[src/rtl/tilt_complementary_filter_pd_macros.svh]
// Assertion macros used by the tilt filter sequencer.
// Each check samples on aclk and is held off while aresetn is low.
`ifndef TILT_COMPLEMENTARY_FILTER_PD_MACROS_SVH
`define TILT_COMPLEMENTARY_FILTER_PD_MACROS_SVH
`ifndef SYNTH
`define TCFPD_ASSERT(lbl, expr) \
    lbl: assert property (@(posedge aclk) disable iff (!aresetn) (expr)) \
        else $error("tcfpd check failed");
`define TCFPD_ASSERT_IMP(lbl, ante, cons) \
    lbl: assert property (@(posedge aclk) disable iff (!aresetn) (ante) |-> (cons)) \
        else $error("tcfpd implication failed");
`define TCFPD_ASSERT_NEXT(lbl, ante, cons) \
    lbl: assert property (@(posedge aclk) disable iff (!aresetn) (ante) |=> (cons)) \
        else $error("tcfpd next-cycle check failed");
`else
`define TCFPD_ASSERT(lbl, expr)
`define TCFPD_ASSERT_IMP(lbl, ante, cons)
`define TCFPD_ASSERT_NEXT(lbl, ante, cons)
`endif
`endif

[src/rtl/tcfpd_pkg.sv]
// Shared types, constants and the control program of the tilt filter.
// Used by the config, sequencer, datapath and top-level modules.
package tcfpd_pkg;

    localparam int SAMPLE_BITS = 12;
    localparam int DELTA_W     = SAMPLE_BITS + 1;
    localparam int GAIN_W      = 16;
    localparam int DATA_W      = 16;
    localparam int LIMIT_W     = 15;
    localparam int ACC_W       = 32;
    localparam int ANGLE_SHIFT = 5;

    localparam int S_FIELDS_W = 2 * SAMPLE_BITS + DATA_W;
    localparam int S_TDATA_W  = ((S_FIELDS_W + 7) / 8) * 8;
    localparam int M_FIELDS_W = 3 * DATA_W;
    localparam int M_TDATA_W  = ((M_FIELDS_W + 7) / 8) * 8;

    localparam int CFG_IDX_W  = 4;
    localparam int CFG_DATA_W = 16;

    localparam int PC_W      = 5;
    localparam int UCODE_LEN = 28;

    // Reciprocal constants: floor(m / C) is (m * R) >> S or one less, for m < 2**32
    localparam int          DIV100_SHIFT  = 38;
    localparam int          DIV1000_SHIFT = 41;
    localparam logic [31:0] DIV100_RECIP  = 32'd2748779069;
    localparam logic [31:0] DIV1000_RECIP = 32'd2199023255;
    localparam int          REM_W         = 11;

    localparam logic signed [DATA_W:0] DRV_MAX = 17'sd32767;
    localparam logic signed [DATA_W:0] DRV_MIN = -17'sd32768;

    typedef enum logic [CFG_IDX_W-1:0] {
        REG_ACCEL_ZERO  = 4'd0,
        REG_GYRO_ZERO   = 4'd1,
        REG_ACCEL_SCALE = 4'd2,
        REG_GYRO_SCALE  = 4'd3,
        REG_CORR_GAIN   = 4'd4,
        REG_P_GAIN      = 4'd5,
        REG_D_GAIN      = 4'd6,
        REG_DRIVE_LIMIT = 4'd7
    } cfg_idx_t;

    typedef struct packed {
        logic [SAMPLE_BITS-1:0] accel_zero;
        logic [SAMPLE_BITS-1:0] gyro_zero;
        logic [GAIN_W-1:0]      accel_scale;
        logic [GAIN_W-1:0]      gyro_scale;
        logic [GAIN_W-1:0]      corr_gain;
        logic [GAIN_W-1:0]      p_gain;
        logic [GAIN_W-1:0]      d_gain;
        logic [LIMIT_W-1:0]     drive_limit;
    } cfg_t;

    localparam cfg_t CFG_RESET = '{
        accel_zero:  SAMPLE_BITS'(2048),
        gyro_zero:   SAMPLE_BITS'(2048),
        accel_scale: GAIN_W'(100),
        gyro_scale:  GAIN_W'(100),
        corr_gain:   '0,
        p_gain:      '0,
        d_gain:      '0,
        drive_limit: LIMIT_W'(32767)
    };

    typedef enum logic [4:0] {
        OP_NOP,
        OP_LOAD,
        OP_MUL_ACCEL,
        OP_MUL_GYRO,
        OP_MUL_ERR,
        OP_MUL_ANG_P,
        OP_MUL_RATE_D,
        OP_SUM_SET,
        OP_SUM_ADD,
        OP_SUM_ABS,
        OP_RECIP,
        OP_QEST,
        OP_REM,
        OP_FIX,
        OP_CLAMP,
        OP_DRIVE,
        OP_OUT
    } op_t;

    typedef enum logic [1:0] {
        DST_ACCEL,
        DST_RATE,
        DST_FB,
        DST_PD
    } dst_t;

    typedef enum logic {
        DIV_100,
        DIV_1000
    } div_t;

    typedef enum logic [1:0] {
        JMP_NEXT,
        JMP_WAIT_IN,
        JMP_WAIT_OUT,
        JMP_GOTO
    } jmp_t;

    typedef struct packed {
        op_t             op;
        dst_t            dst;
        div_t            dv;
        jmp_t            jmp;
        logic [PC_W-1:0] target;
    } ctrl_t;

    typedef struct packed {
        logic in_valid;
        logic out_busy;
    } stat_t;

    function automatic logic [REM_W-1:0] div_const(input div_t dv);
        return (dv == DIV_1000) ? REM_W'(1000) : REM_W'(100);
    endfunction

    function automatic ctrl_t cw(input op_t op, input dst_t dst, input div_t dv,
                                 input jmp_t jmp, input logic [PC_W-1:0] target);
        ctrl_t w;
        w.op     = op;
        w.dst    = dst;
        w.dv     = dv;
        w.jmp    = jmp;
        w.target = target;
        return w;
    endfunction

    // Control store: one word per step
    function automatic ctrl_t ucode(input logic [PC_W-1:0] pc);
        ctrl_t w;
        case (pc)
            5'd0:    w = cw(OP_LOAD,       DST_ACCEL, DIV_100,  JMP_WAIT_IN,  '0);
            // accel normalise
            5'd1:    w = cw(OP_MUL_ACCEL,  DST_ACCEL, DIV_100,  JMP_NEXT,     '0);
            5'd2:    w = cw(OP_RECIP,      DST_ACCEL, DIV_100,  JMP_NEXT,     '0);
            5'd3:    w = cw(OP_QEST,       DST_ACCEL, DIV_100,  JMP_NEXT,     '0);
            5'd4:    w = cw(OP_REM,        DST_ACCEL, DIV_100,  JMP_NEXT,     '0);
            5'd5:    w = cw(OP_FIX,        DST_ACCEL, DIV_100,  JMP_NEXT,     '0);
            // gyro normalise
            5'd6:    w = cw(OP_MUL_GYRO,   DST_RATE,  DIV_100,  JMP_NEXT,     '0);
            5'd7:    w = cw(OP_RECIP,      DST_RATE,  DIV_100,  JMP_NEXT,     '0);
            5'd8:    w = cw(OP_QEST,       DST_RATE,  DIV_100,  JMP_NEXT,     '0);
            5'd9:    w = cw(OP_REM,        DST_RATE,  DIV_100,  JMP_NEXT,     '0);
            5'd10:   w = cw(OP_FIX,        DST_RATE,  DIV_100,  JMP_NEXT,     '0);
            // accelerometer feedback into the accumulator
            5'd11:   w = cw(OP_MUL_ERR,    DST_FB,    DIV_1000, JMP_NEXT,     '0);
            5'd12:   w = cw(OP_RECIP,      DST_FB,    DIV_1000, JMP_NEXT,     '0);
            5'd13:   w = cw(OP_QEST,       DST_FB,    DIV_1000, JMP_NEXT,     '0);
            5'd14:   w = cw(OP_REM,        DST_FB,    DIV_1000, JMP_NEXT,     '0);
            5'd15:   w = cw(OP_FIX,        DST_FB,    DIV_1000, JMP_NEXT,     '0);
            // PD drive
            5'd16:   w = cw(OP_MUL_ANG_P,  DST_PD,    DIV_100,  JMP_NEXT,     '0);
            5'd17:   w = cw(OP_SUM_SET,    DST_PD,    DIV_100,  JMP_NEXT,     '0);
            5'd18:   w = cw(OP_MUL_RATE_D, DST_PD,    DIV_100,  JMP_NEXT,     '0);
            5'd19:   w = cw(OP_SUM_ADD,    DST_PD,    DIV_100,  JMP_NEXT,     '0);
            5'd20:   w = cw(OP_SUM_ABS,    DST_PD,    DIV_100,  JMP_NEXT,     '0);
            5'd21:   w = cw(OP_RECIP,      DST_PD,    DIV_100,  JMP_NEXT,     '0);
            5'd22:   w = cw(OP_QEST,       DST_PD,    DIV_100,  JMP_NEXT,     '0);
            5'd23:   w = cw(OP_REM,        DST_PD,    DIV_100,  JMP_NEXT,     '0);
            5'd24:   w = cw(OP_FIX,        DST_PD,    DIV_100,  JMP_NEXT,     '0);
            5'd25:   w = cw(OP_CLAMP,      DST_PD,    DIV_100,  JMP_NEXT,     '0);
            5'd26:   w = cw(OP_DRIVE,      DST_PD,    DIV_100,  JMP_NEXT,     '0);
            5'd27:   w = cw(OP_OUT,        DST_PD,    DIV_100,  JMP_WAIT_OUT, '0);
            default: w = cw(OP_NOP,        DST_ACCEL, DIV_100,  JMP_GOTO,     '0);
        endcase
        return w;
    endfunction

endpackage

[src/rtl/tilt_complementary_filter_pd.sv]
// Tilt complementary filter with PD drive: 28-step microcoded sequence per sample.
// A new sample is taken only at the load step, after the last one has run every step;
// the single shared 32x32 multiplier and the divide steps serve one sample at a time.
// A result still waiting when the next is ready holds the output step.
// Reset (aresetn low, synchronous): step counter to the load step, accumulator
// cleared, output invalid, configuration registers to their default values.
module tilt_complementary_filter_pd (
    input  logic                             aclk,
    input  logic                             aresetn,
    input  logic                             s_tvalid,
    output logic                             s_tready,
    // [11:0] accel_sample, [23:12] gyro_sample, [39:24] speed_correction
    input  logic [tcfpd_pkg::S_TDATA_W-1:0]  s_tdata,
    output logic                             m_tvalid,
    input  logic                             m_tready,
    // [15:0] tilt_angle, [31:16] tilt_rate, [47:32] motor_drive
    output logic [tcfpd_pkg::M_TDATA_W-1:0]  m_tdata,
    input  logic                             cfg_valid,
    output logic                             cfg_ready,
    input  logic [tcfpd_pkg::CFG_IDX_W-1:0]  cfg_index,
    input  logic [tcfpd_pkg::CFG_DATA_W-1:0] cfg_data
);
    import tcfpd_pkg::*;

    cfg_t              cfg;
    ctrl_t             ctrl;
    stat_t             stat;
    logic              in_fire;
    logic              out_busy;
    logic [DATA_W-1:0] tilt_angle;
    logic [DATA_W-1:0] tilt_rate;
    logic [DATA_W-1:0] motor_drive;

    assign s_tready      = (ctrl.op == OP_LOAD);
    assign in_fire       = s_tvalid && s_tready;
    assign stat.in_valid = s_tvalid;
    assign stat.out_busy = out_busy;

    tcfpd_cfg u_cfg (
        .aclk      (aclk),
        .aresetn   (aresetn),
        .cfg_valid (cfg_valid),
        .cfg_ready (cfg_ready),
        .cfg_index (cfg_index),
        .cfg_data  (cfg_data),
        .cfg       (cfg)
    );

    tcfpd_seq u_seq (
        .aclk    (aclk),
        .aresetn (aresetn),
        .stat    (stat),
        .ctrl    (ctrl)
    );

    tcfpd_dp u_dp (
        .aclk             (aclk),
        .aresetn          (aresetn),
        .cfg              (cfg),
        .ctrl             (ctrl),
        .in_fire          (in_fire),
        .accel_sample     (s_tdata[SAMPLE_BITS-1:0]),
        .gyro_sample      (s_tdata[2*SAMPLE_BITS-1:SAMPLE_BITS]),
        .speed_correction (s_tdata[S_FIELDS_W-1:2*SAMPLE_BITS]),
        .m_tready         (m_tready),
        .m_tvalid         (m_tvalid),
        .out_busy         (out_busy),
        .tilt_angle       (tilt_angle),
        .tilt_rate        (tilt_rate),
        .motor_drive      (motor_drive)
    );

    assign m_tdata = M_TDATA_W'({motor_drive, tilt_rate, tilt_angle});

endmodule

[src/rtl/tcfpd_cfg.sv]
// Configuration register file of the tilt filter.
// Depends on tcfpd_pkg for the register layout and index codes.
module tcfpd_cfg (
    input  logic                             aclk,
    input  logic                             aresetn,
    input  logic                             cfg_valid,
    output logic                             cfg_ready,
    input  logic [tcfpd_pkg::CFG_IDX_W-1:0]  cfg_index,
    input  logic [tcfpd_pkg::CFG_DATA_W-1:0] cfg_data,
    output tcfpd_pkg::cfg_t                  cfg
);
    import tcfpd_pkg::*;

    cfg_t cfg_reg;
    cfg_t cfg_next;

    assign cfg_ready = 1'b1;
    assign cfg       = cfg_reg;

    always_comb begin
        cfg_next = cfg_reg;
        if (cfg_valid) begin
            case (cfg_index)
                REG_ACCEL_ZERO:  cfg_next.accel_zero  = cfg_data[SAMPLE_BITS-1:0];
                REG_GYRO_ZERO:   cfg_next.gyro_zero   = cfg_data[SAMPLE_BITS-1:0];
                REG_ACCEL_SCALE: cfg_next.accel_scale = cfg_data[GAIN_W-1:0];
                REG_GYRO_SCALE:  cfg_next.gyro_scale  = cfg_data[GAIN_W-1:0];
                REG_CORR_GAIN:   cfg_next.corr_gain   = cfg_data[GAIN_W-1:0];
                REG_P_GAIN:      cfg_next.p_gain      = cfg_data[GAIN_W-1:0];
                REG_D_GAIN:      cfg_next.d_gain      = cfg_data[GAIN_W-1:0];
                REG_DRIVE_LIMIT: cfg_next.drive_limit = cfg_data[LIMIT_W-1:0];
                default:         cfg_next = cfg_reg;  // drop unknown index
            endcase
        end
    end

    always_ff @(posedge aclk) begin
        if (!aresetn) begin
            cfg_reg <= CFG_RESET;
        end else begin
            cfg_reg <= cfg_next;
        end
    end

endmodule

[src/rtl/tcfpd_seq.sv]
// Microcode sequencer: step counter over the control store in tcfpd_pkg.
// Includes the assertion macros header.
`include "tilt_complementary_filter_pd_macros.svh"

module tcfpd_seq (
    input  logic             aclk,
    input  logic             aresetn,
    input  tcfpd_pkg::stat_t stat,
    output tcfpd_pkg::ctrl_t ctrl
);
    import tcfpd_pkg::*;

    logic [PC_W-1:0] pc_reg;
    logic [PC_W-1:0] pc_next;

    assign ctrl = ucode(pc_reg);

    always_comb begin
        pc_next = pc_reg;
        case (ctrl.jmp)
            JMP_NEXT:     pc_next = pc_reg + PC_W'(1);
            JMP_WAIT_IN:  if (stat.in_valid) pc_next = pc_reg + PC_W'(1);
            JMP_WAIT_OUT: if (!stat.out_busy) pc_next = ctrl.target;
            JMP_GOTO:     pc_next = ctrl.target;
            default:      pc_next = '0;
        endcase
    end

    always_ff @(posedge aclk) begin
        if (!aresetn) begin
            pc_reg <= '0;
        end else begin
            pc_reg <= pc_next;
        end
    end

    `TCFPD_ASSERT(a_pc_range, pc_reg < PC_W'(UCODE_LEN))
    `TCFPD_ASSERT_NEXT(a_load_advance, ctrl.op == OP_LOAD && stat.in_valid, pc_reg == PC_W'(1))
    `TCFPD_ASSERT_NEXT(a_out_hold, ctrl.jmp == JMP_WAIT_OUT && stat.out_busy, $stable(pc_reg))
    `TCFPD_ASSERT_NEXT(a_out_wrap, ctrl.jmp == JMP_WAIT_OUT && !stat.out_busy, pc_reg == '0)

endmodule

[src/rtl/tcfpd_dp.sv]
// Datapath of the tilt filter: one shared 32x32 multiplier, reciprocal divide
// steps, accumulator and output register. Driven by control words from tcfpd_pkg.
module tcfpd_dp (
    input  logic                              aclk,
    input  logic                              aresetn,
    input  tcfpd_pkg::cfg_t                   cfg,
    input  tcfpd_pkg::ctrl_t                  ctrl,
    input  logic                              in_fire,
    input  logic [tcfpd_pkg::SAMPLE_BITS-1:0] accel_sample,
    input  logic [tcfpd_pkg::SAMPLE_BITS-1:0] gyro_sample,
    input  logic [tcfpd_pkg::DATA_W-1:0]      speed_correction,
    input  logic                              m_tready,
    output logic                              m_tvalid,
    output logic                              out_busy,
    output logic [tcfpd_pkg::DATA_W-1:0]      tilt_angle,
    output logic [tcfpd_pkg::DATA_W-1:0]      tilt_rate,
    output logic [tcfpd_pkg::DATA_W-1:0]      motor_drive
);
    import tcfpd_pkg::*;

    logic [ACC_W-1:0]       acc_reg;
    logic [SAMPLE_BITS-1:0] as_reg;
    logic [SAMPLE_BITS-1:0] gs_reg;
    logic [DATA_W-1:0]      corr_reg;
    logic [DATA_W-1:0]      ang_reg;
    logic [DATA_W-1:0]      accel_reg;
    logic [DATA_W-1:0]      rate_reg;
    logic [63:0]            prod_reg;
    logic [31:0]            mag_reg;
    logic                   neg_reg;
    logic [31:0]            quo_reg;
    logic [REM_W-1:0]       rem_reg;
    logic signed [33:0]     sum_reg;
    logic signed [32:0]     pd_reg;
    logic [DATA_W-1:0]      pdc_reg;
    logic [DATA_W-1:0]      drv_reg;

    logic                   m_tvalid_reg;
    logic                   m_tvalid_next;
    logic [DATA_W-1:0]      out_angle_reg;
    logic [DATA_W-1:0]      out_rate_reg;
    logic [DATA_W-1:0]      out_drive_reg;

    logic signed [DELTA_W-1:0] delta_a;
    logic signed [DELTA_W-1:0] delta_g;
    logic signed [DATA_W:0]    err;
    logic signed [33:0]        abs_src;
    logic [33:0]               abs_val;
    logic [31:0]               mul_a;
    logic [31:0]               mul_b;
    logic [63:0]               mul_p;
    logic signed [33:0]        prod_s;
    logic [REM_W-1:0]          c_val;
    logic [31:0]               q_fix;
    logic signed [32:0]        sres;
    logic signed [32:0]        lim_pos;
    logic signed [32:0]        lim_neg;
    logic [DATA_W-1:0]         pdc_next;
    logic signed [DATA_W:0]    diff;
    logic [DATA_W-1:0]         drv_next;

    assign delta_a = $signed({1'b0, as_reg}) - $signed({1'b0, cfg.accel_zero});
    assign delta_g = $signed({1'b0, gs_reg}) - $signed({1'b0, cfg.gyro_zero});
    assign err     = $signed({accel_reg[DATA_W-1], accel_reg})
                   - $signed({ang_reg[DATA_W-1], ang_reg});

    // one magnitude unit; every operand that reaches it stays below 2**32
    always_comb begin
        case (ctrl.op)
            OP_MUL_ACCEL:  abs_src = {{(34-DELTA_W){delta_a[DELTA_W-1]}}, delta_a};
            OP_MUL_GYRO:   abs_src = {{(34-DELTA_W){delta_g[DELTA_W-1]}}, delta_g};
            OP_MUL_ERR:    abs_src = {{(33-DATA_W){err[DATA_W]}}, err};
            OP_MUL_ANG_P:  abs_src = {{(34-DATA_W){ang_reg[DATA_W-1]}}, ang_reg};
            OP_MUL_RATE_D: abs_src = {{(34-DATA_W){rate_reg[DATA_W-1]}}, rate_reg};
            OP_SUM_ABS:    abs_src = sum_reg;
            default:       abs_src = '0;
        endcase
    end

    assign abs_val = abs_src[33] ? -abs_src : abs_src;

    always_comb begin
        mul_a = abs_val[31:0];
        case (ctrl.op)
            OP_MUL_ACCEL:  mul_b = 32'(cfg.accel_scale);
            OP_MUL_GYRO:   mul_b = 32'(cfg.gyro_scale);
            OP_MUL_ERR:    mul_b = 32'(cfg.corr_gain);
            OP_MUL_ANG_P:  mul_b = 32'(cfg.p_gain);
            OP_MUL_RATE_D: mul_b = 32'(cfg.d_gain);
            OP_RECIP: begin
                mul_a = prod_reg[31:0];
                mul_b = (ctrl.dv == DIV_1000) ? DIV1000_RECIP : DIV100_RECIP;
            end
            default:       mul_b = '0;
        endcase
    end

    assign mul_p = mul_a * mul_b;

    assign prod_s = neg_reg ? -$signed({2'b00, prod_reg[31:0]})
                            : $signed({2'b00, prod_reg[31:0]});

    // quotient estimate is exact or one low; the remainder decides
    assign c_val = div_const(ctrl.dv);
    assign q_fix = quo_reg + 32'(rem_reg >= c_val);
    assign sres  = neg_reg ? -$signed({1'b0, q_fix}) : $signed({1'b0, q_fix});

    assign lim_pos = $signed({{(33-LIMIT_W){1'b0}}, cfg.drive_limit});
    assign lim_neg = -lim_pos;

    always_comb begin
        if (pd_reg > lim_pos) begin
            pdc_next = lim_pos[DATA_W-1:0];
        end else if (pd_reg < lim_neg) begin
            pdc_next = lim_neg[DATA_W-1:0];
        end else begin
            pdc_next = pd_reg[DATA_W-1:0];
        end
    end

    assign diff = $signed({pdc_reg[DATA_W-1], pdc_reg})
                - $signed({corr_reg[DATA_W-1], corr_reg});

    always_comb begin
        if (diff > DRV_MAX) begin
            drv_next = DRV_MAX[DATA_W-1:0];
        end else if (diff < DRV_MIN) begin
            drv_next = DRV_MIN[DATA_W-1:0];
        end else begin
            drv_next = diff[DATA_W-1:0];
        end
    end

    always_ff @(posedge aclk) begin
        if (!aresetn) begin
            acc_reg <= '0;
        end else if (ctrl.op == OP_FIX && ctrl.dst == DST_FB) begin
            acc_reg <= acc_reg + {{(ACC_W-DATA_W){rate_reg[DATA_W-1]}}, rate_reg}
                     + sres[ACC_W-1:0];
        end
    end

    always_ff @(posedge aclk) begin
        if (in_fire) begin
            as_reg   <= accel_sample;
            gs_reg   <= gyro_sample;
            corr_reg <= speed_correction;
            ang_reg  <= acc_reg[ANGLE_SHIFT+DATA_W-1:ANGLE_SHIFT];
        end
        case (ctrl.op)
            OP_MUL_ACCEL, OP_MUL_GYRO, OP_MUL_ERR, OP_MUL_ANG_P, OP_MUL_RATE_D: begin
                prod_reg <= mul_p;
                neg_reg  <= abs_src[33];
            end
            OP_SUM_SET: sum_reg <= prod_s;
            OP_SUM_ADD: sum_reg <= sum_reg + prod_s;
            OP_SUM_ABS: begin
                prod_reg <= {32'b0, abs_val[31:0]};
                neg_reg  <= abs_src[33];
            end
            OP_RECIP: begin
                mag_reg  <= prod_reg[31:0];
                prod_reg <= mul_p;
            end
            OP_QEST: begin
                if (ctrl.dv == DIV_1000) begin
                    quo_reg <= 32'(prod_reg >> DIV1000_SHIFT);
                end else begin
                    quo_reg <= 32'(prod_reg >> DIV100_SHIFT);
                end
            end
            OP_REM: rem_reg <= REM_W'(mag_reg - quo_reg * 32'(c_val));
            OP_FIX: begin
                case (ctrl.dst)
                    DST_ACCEL: accel_reg <= sres[DATA_W-1:0];
                    DST_RATE:  rate_reg  <= sres[DATA_W-1:0];
                    DST_PD:    pd_reg    <= sres;
                    default:   ;
                endcase
            end
            OP_CLAMP: pdc_reg <= pdc_next;
            OP_DRIVE: drv_reg <= drv_next;
            default:  ;
        endcase
    end

    // output register: refill as soon as the previous beat is taken
    assign out_busy = m_tvalid_reg && !m_tready;

    always_comb begin
        m_tvalid_next = m_tvalid_reg;
        if (ctrl.op == OP_OUT && !out_busy) begin
            m_tvalid_next = 1'b1;
        end else if (m_tready) begin
            m_tvalid_next = 1'b0;
        end
    end

    always_ff @(posedge aclk) begin
        if (!aresetn) begin
            m_tvalid_reg <= 1'b0;
        end else begin
            m_tvalid_reg <= m_tvalid_next;
        end
    end

    always_ff @(posedge aclk) begin
        if (ctrl.op == OP_OUT && !out_busy) begin
            out_angle_reg <= ang_reg;
            out_rate_reg  <= rate_reg;
            out_drive_reg <= drv_reg;
        end
    end

    assign m_tvalid    = m_tvalid_reg;
    assign tilt_angle  = out_angle_reg;
    assign tilt_rate   = out_rate_reg;
    assign motor_drive = out_drive_reg;

endmodule

[config.mk]
export PLATFORM = sky130hd
export DESIGN_NAME = tilt_complementary_filter_pd
export DESIGN_NICKNAME = d
export VERILOG_FILES = /design/src/rtl/tcfpd_pkg.sv /design/src/rtl/tilt_complementary_filter_pd.sv /design/src/rtl/tcfpd_cfg.sv /design/src/rtl/tcfpd_seq.sv /design/src/rtl/tcfpd_dp.sv
export VERILOG_INCLUDE_DIRS = /design/src /design/src/rtl
export SDC_FILE = /design/constraint.sdc
export NUM_CORES = 2
export LEC_CHECK = 0
export ABC_CLOCK_PERIOD_IN_PS = 17000
export BUFFER_PORTS_ARGS = -buffer_cell sky130_fd_sc_hd__buf_2
export CAP_MARGIN = 20
export CORE_ASPECT_RATIO = 1.25
export CORE_UTILIZATION = 65
export CTS_BUF_LIST = sky130_fd_sc_hd__clkbuf_4 sky130_fd_sc_hd__clkbuf_8
export CTS_CLUSTER_DIAMETER = 30
export DETAILED_ROUTE_END_ITERATION = 8
export GPL_TIMING_DRIVEN = 0
export PLACE_DENSITY = 0.79
export SETUP_SLACK_MARGIN = 0.1
export SKIP_LAST_GASP = 1
export SYNTH_ARGS = -nofsm -noshare
export SYNTH_HDL_FRONTEND = slang
export SYNTH_SLANG_ARGS = --single-unit
[constraint.sdc]
create_clock -name aclk -period 17 [get_ports aclk]
set_clock_uncertainty 0.2 [all_clocks]
set_input_delay 5.1 -clock aclk [delete_from_list [all_inputs] [get_ports aclk]]
set_output_delay 5.1 -clock aclk [all_outputs]
set_load 0.05 [all_outputs]
==> After elaboration in Yosys (flattened, before gate mapping) <==
Memory sizes are Yosys's and may differ from the RTL's. A register that Yosys moved wholly into a read port is not among the register bits.
Cells that the tools add are included.
{ "word_totals": {"ff_bits": 511, "romBits": 320, "in_bits": 65, "n_memories": 1} }
{ "memory_table": {"columns": ["name", "words", "word_bits", "rd", "rd_ports_with_merged_regs", "wr", "line", "text"], "rows": [
  ["(name not given)", 32, 10, 1, 1, 0, "tcfpd_pkg.sv:137", "case (pc)"]
]} }
{ "op_classes": {"n_addsub": 14, "mul": 2, "n_lt_le_gt_ge": 5, "n_eq_ne": 31, "mux": 21, "reduce_logical": 26} }
{ "ops": {"columns": ["cell", "count"], "rows": [
  ["one-hot mux 34 bit (6 select lines)", 1],
  ["one-hot mux 32 bit (6 select lines)", 1],
  ["one-hot mux 64 bit (2 select lines)", 1],
  ["two-way mux 32 bit", 3],
  ["one-hot mux 34 bit (2 select lines)", 1],
  ["adder 32 bit", 2],
  ["multiplier 32 x 32 -> 64 bit", 1],
  ["equality test 5 x 4 -> 1 bit, second input constant", 8],
  ["adder 34 bit", 1],
  ["two-way mux 34 bit", 1],
  ["negation 32 -> 34 bit", 1],
  ["subtractor 16 x 16 -> 17 bit", 2],
  ["greater-than comparator 33 x 16 -> 1 bit", 1],
  ["less-than comparator 33 bit", 1],
  ["negation 15 -> 33 bit", 1],
  ["negation 32 -> 33 bit", 1],
  ["adder 32 x 1 -> 32 bit", 1],
  ["multiplier 32 x 11 -> 11 bit", 1],
  ["two-way mux 16 bit", 2],
  ["negation 32 bit", 1],
  ["two-way mux 30 bit", 1],
  ["subtractor 12 x 12 -> 13 bit", 2],
  ["AND reduction 2 bit", 12],
  ["two-way mux 23 bit", 1],
  ["other kinds (26)", 51]
]} }

==> Logic depth before layout (Yosys ltp) <==
{ "logic_depth": {"depth_word": 7, "depth_mapped": 45, "mapped_depth_nobuf": 42} }

==> By module <==
A second synthesis with hierarchy kept.
{ "hier_totals": {"hier_cells": 6163, "area_unflattened_um2": 58733.8} }
{ "by_module_without_submodules": {"columns": ["module", "instances", "cells_each", "area_each_um2", "seq_area_each_um2"], "rows": [
  ["tcfpd_dp", 1, 5608, 53338.7, 10710.3],
  ["tcfpd_cfg", 1, 439, 4444.3, 2382.3],
  ["tcfpd_seq", 1, 112, 919.6, 300.3],
  ["tilt_complementary_filter_pd", 1, 4, 31.3, 0.0]
]} }

==> Worst setup path before layout <==
OpenSTA, ideal clock, no wires.
{ "synth_timing": {"path_type": "reg-to-reg", "startpoint": "register u_dp.ang_reg[0]", "endpoint": "register u_dp.prod_reg[49] (data pin)", "setup_ns": 0.266, "arrival_time_ns": 10.787, "required_time_ns": 16.534, "path_slack_ns": 5.747, "path_stages_with_launch": 41, "path_buffers": 3, "synth_period_minus_slack_ns": 11.253, "path_cell_list": "edfxtp_1 ha_1 fa_1 nand2b_1 a21oi_1 a311oi_1 o2111a_1 a211oi_1 o2111ai_1 or4_1 buf_2 o31ai_1 xor2_1 and2b_1 buf_2 nor2_1 fa_1 inv_1 [5 not listed] inv_1 fa_1 fa_1 inv_1 fa_1 ha_1 clkbuf_1 a21o_1 a211oi_1 a21oi_1 and3_1 a311o_1 o221a_2 a311o_1 a21o_1 a221oi_1 xor2_1 nor2_1"} }
{ "synth_via": {"elab_chain_len": 7} }
{ "synth_lines": {"columns": ["item", "line", "text"], "rows": [
  ["start: declaration", "tcfpd_dp.sv:25", "logic [DATA_W-1:0] ang_reg;"],
  ["start signal: assignment", "tcfpd_dp.sv:148", "ang_reg <= acc_reg[ANGLE_SHIFT+DATA_W-1:ANGLE_SHIFT];"],
  ["subtractor 16 x 16 -> 17 bit", "tcfpd_dp.sv:65", "- $signed({ang_reg[DATA_W-1], ang_reg});"],
  ["one-hot mux 34 bit (6 select lines) (*)", "tcfpd_dp.sv:69", "case (ctrl.op)"],
  ["negation 32 bit", "tcfpd_dp.sv:80", "assign abs_val = abs_src[33] ? -abs_src : abs_src;"],
  ["two-way mux 32 bit (*)", "tcfpd_dp.sv:80", null],
  ["two-way mux 32 bit (*)", "tcfpd_dp.sv:84", "case (ctrl.op)"],
  ["multiplier 32 x 32 -> 64 bit (*)", "tcfpd_dp.sv:98", "assign mul_p = mul_a * mul_b;"],
  ["one-hot mux 64 bit (2 select lines) (*)", "tcfpd_dp.sv:150", "case (ctrl.op)"],
  ["end signal: assignment", "tcfpd_dp.sv:152", "prod_reg <= mul_p;"],
  ["end signal: assignment", "tcfpd_dp.sv:158", "prod_reg <= {32'b0, abs_val[31:0]};"],
  ["end signal: assignment", "tcfpd_dp.sv:163", "prod_reg <= mul_p;"],
  ["end: declaration", "tcfpd_dp.sv:28", "logic [63:0] prod_reg;"]
]} }
Mark *: on every way between the ends. The rest lies on a longest branch, timed or not.
A chain may end at the register's enable or synchronous reset.

==> Worst setup path in the final report <==
{ "layout_timing": {"startpoint": "register u_dp.ang_reg[0]", "endpoint": "register u_dp.prod_reg[55] (data pin)"} }
Same word-level chain as after synthesis.

==> run metrics <==
CP startpoint kind register; initial antenna violation count 8; drt via density 5.996; Crit Path Class reg -> reg; total die area 91460 sq um; Max-slew headroom 16.18%; Top FF cell, synth edfxtp_1; setup repair bufs after CTS 0; hold crit path type reg -> reg; largest cells by area after synthesis fa_1 (25%), edfxtp_1 (18%), ha_1 (13%), inv_1 (8.2%), dfxtp_1 (5.3%); status finished with violations; worst reg2reg path startpoint u_dp.ang_reg[0]; share of cells above drive strength 1 6.519%; total number of vias 46360; design area ~63000 sq um; fillcell total 6876; worst slew pin tran 1.248 ns; crit-path max cell delay between 0.7 and 0.8 ns; area of the multi-input gates 39950 sq um; crit-path most repeated cell fa_1; Die W 270.7 microns; post-route worst setup slack 2.520 ns; Commonest cells post-synth inv_1 (1281), fa_1 (747), nand2_1 (654); total negative slack 0 ns; Final Hold Fails 0; hold_buf cts 0; max reg flops 119; Final HPWL DP 153800 microns; grt ovf 0; Worst Hold Depth 0; Clock Tree Root clkbuf_8; placed insts 7552; Starting Density about 66%; mapped cell area 58660 sq um; MaxCap Viol Count 0; Critical R2R Capture u_dp.prod_reg[55]; CTS tree done; post-layout instance count excluding filler cells 7732; Peak Freq 0.06906 GHz; vias in the first global route 47660; Min-Delay Endpoint u_dp.motor_drive[4]; area delta synth->final 7.992%; wire per inst 24.08 microns; Total Routing Usage GR about two fifths; CP delay by family, top compound AO/OA/AOI/OAI gates; NumNets Final 7904; Power Density between 150 and 200 nW/um^2; Leak Pwr 0.03072 uW; Gate Count Post-Synth around 6200; Post-synth EDFFs 342; Hold Slack approximately 0.22 ns; post-synth top area share about 25%; clock buffer depth 3; Slew Viols, Final 0; Final min period 14.48 ns; Post-Place Cell Area 61220 sq um; # setup viols final 0; first-pass GRT wire length 279800 microns; Arr. time, crit path 14.75 ns; CORE AREA 88990 sq um; setup slack at placement 2.909 ns; Yosys reg bits 498; FF+latch area ~13000 sq um; count leader, synth inv_1; library cells used by synthesis 96; post-route ant nets 0; largest net degree at the start of global routing 36; Port Buffer Count 99; Cell Rows roughly 120; Mean Syn Cell Area 9.480 sq um; Max H-tree Level 3; fin crit share 85.18%; Pre-antenna DRT Iters 9; CTS Buf Count 91; Hold Path Origin u_dp.drv_reg[4]; violated checks design-rule violations; Post-Route WL 186200 microns; CTS clk-pin slew, worst paths approximately 0.06 ns; CP max stage cell o21ai_0; Worst-Skew Late Latency 0.76 ns; Die Height between 300 and 400 microns; RSZ-0062 raised after global routing false; Max IR drop VDD between 0.0002 and 0.0003 V; Async SR Flop Fraction 0%; Yosys Warn Count 0; CP endpoint kind register; leading area contributor after synthesis fa_1; number of remaining DRC errors 1; Seq/Total Area, Yosys 22.83%; CP required 17.27 ns; IO Pins around 120; R2R depth 40; reg2reg setup slack around 2.5 ns; Clock Sink Count 498; crit path buf inv count 7; DR iter-0 viols around 4000; Worst Path Max Fanout 10; PostCTS Resize Cnt 0; routability cong. 1.044
## cell usage in the layout (no fill, tap or decap), types with 28 or more instances in the layout
master,instances
xor2_1,95
o21ai_0,225
and2_1,52
o211ai_1,33
a22oi_1,36
clkbuf_8,102
mux2i_1,70
o21a_1,39
buf_2,117
nand2_1,654
nor2b_1,82
mux2_2,43
o31ai_1,38
edfxtp_1,342
or3_1,37
a21boi_0,62
clkbuf_1,180
nand2b_1,51
a21o_1,99
inv_1,1281
nand4_1,28
ha_1,619
nor2_1,278
conb_1,67
fa_1,747
nor3_1,61
dfxtp_1,156
nand3_1,79
a21oi_1,199
xnor2_1,179
## layer usage
metal,GRT usage (%),wire length [microns],part of all wire [%],vias up
li1,-,-,-,20670
met1,46.61,64590,35,22590
met2,68.88,88180,47,2315
met3,7.615,15170,8.1,783
met4,34.13,18230,9.8,2
met5,0,13,0.0070,-
## cell type report
class,count,area share [%]
antenna,4,0.01580
buffer,213,1.345
clock buffer,121,2.431
clock inverter,49,0.8078
inverter,1281,7.590
multi-input combinational,4261,63.06
sequential,498,21.14
tap,1178,2.327
timing repair buffer,127,1.282
## report_power, final
group	internal, uW	leakage [uW]	switching, uW
clock	703	0.00105	587
combinational	2960	0.0253	5520
sequential	1640	0.00442	206
total	5300	0.0307	6320
## worst max-delay path by stage
stage / start / endpoint / slack (ns) / cells after the start
global placement: u_dp.gs_reg[0] / u_dp.prod_reg[58] / 2.64 / 40
floorplan: u_dp.ang_reg[0] / u_dp.prod_reg[49] / 5.75 / 40
finish: u_dp.ang_reg[0] / u_dp.prod_reg[55] / 2.52 / 40
detailed placement: u_dp.gs_reg[0] / u_dp.prod_reg[55] / 2.91 / 41
global route: u_dp.ang_reg[0] / u_dp.prod_reg[55] / 2.32 / 40
CTS: u_dp.ang_reg[0] / u_dp.prod_reg[55] / 2.87 / 40
## metrics by stage
| stage | utilization, % | total power, uW |
|---|---|---|
| after detailed placement | 68.79 | 10110 |
| final | 71.18 | 11620 |
| after CTS | 71.09 | 11460 |
| after global routing | 71.18 | 12450 |
| after floorplan | - | 7481 |
| after global placement | 68.40 | 9923 |
## cell families after synthesis
kind of cell,synth area share [%]
AO/OA/AOI/OAI,11.06
flip-flops,22.83
adder cells (fa/ha/maj),38.70
other,0.01280
AND/OR/NAND/NOR,11.64
XOR/XNOR,4.091
multiplexers,2.020
buffers and inverters,9.649
Note: power is estimated with default switching activity, not from simulation.
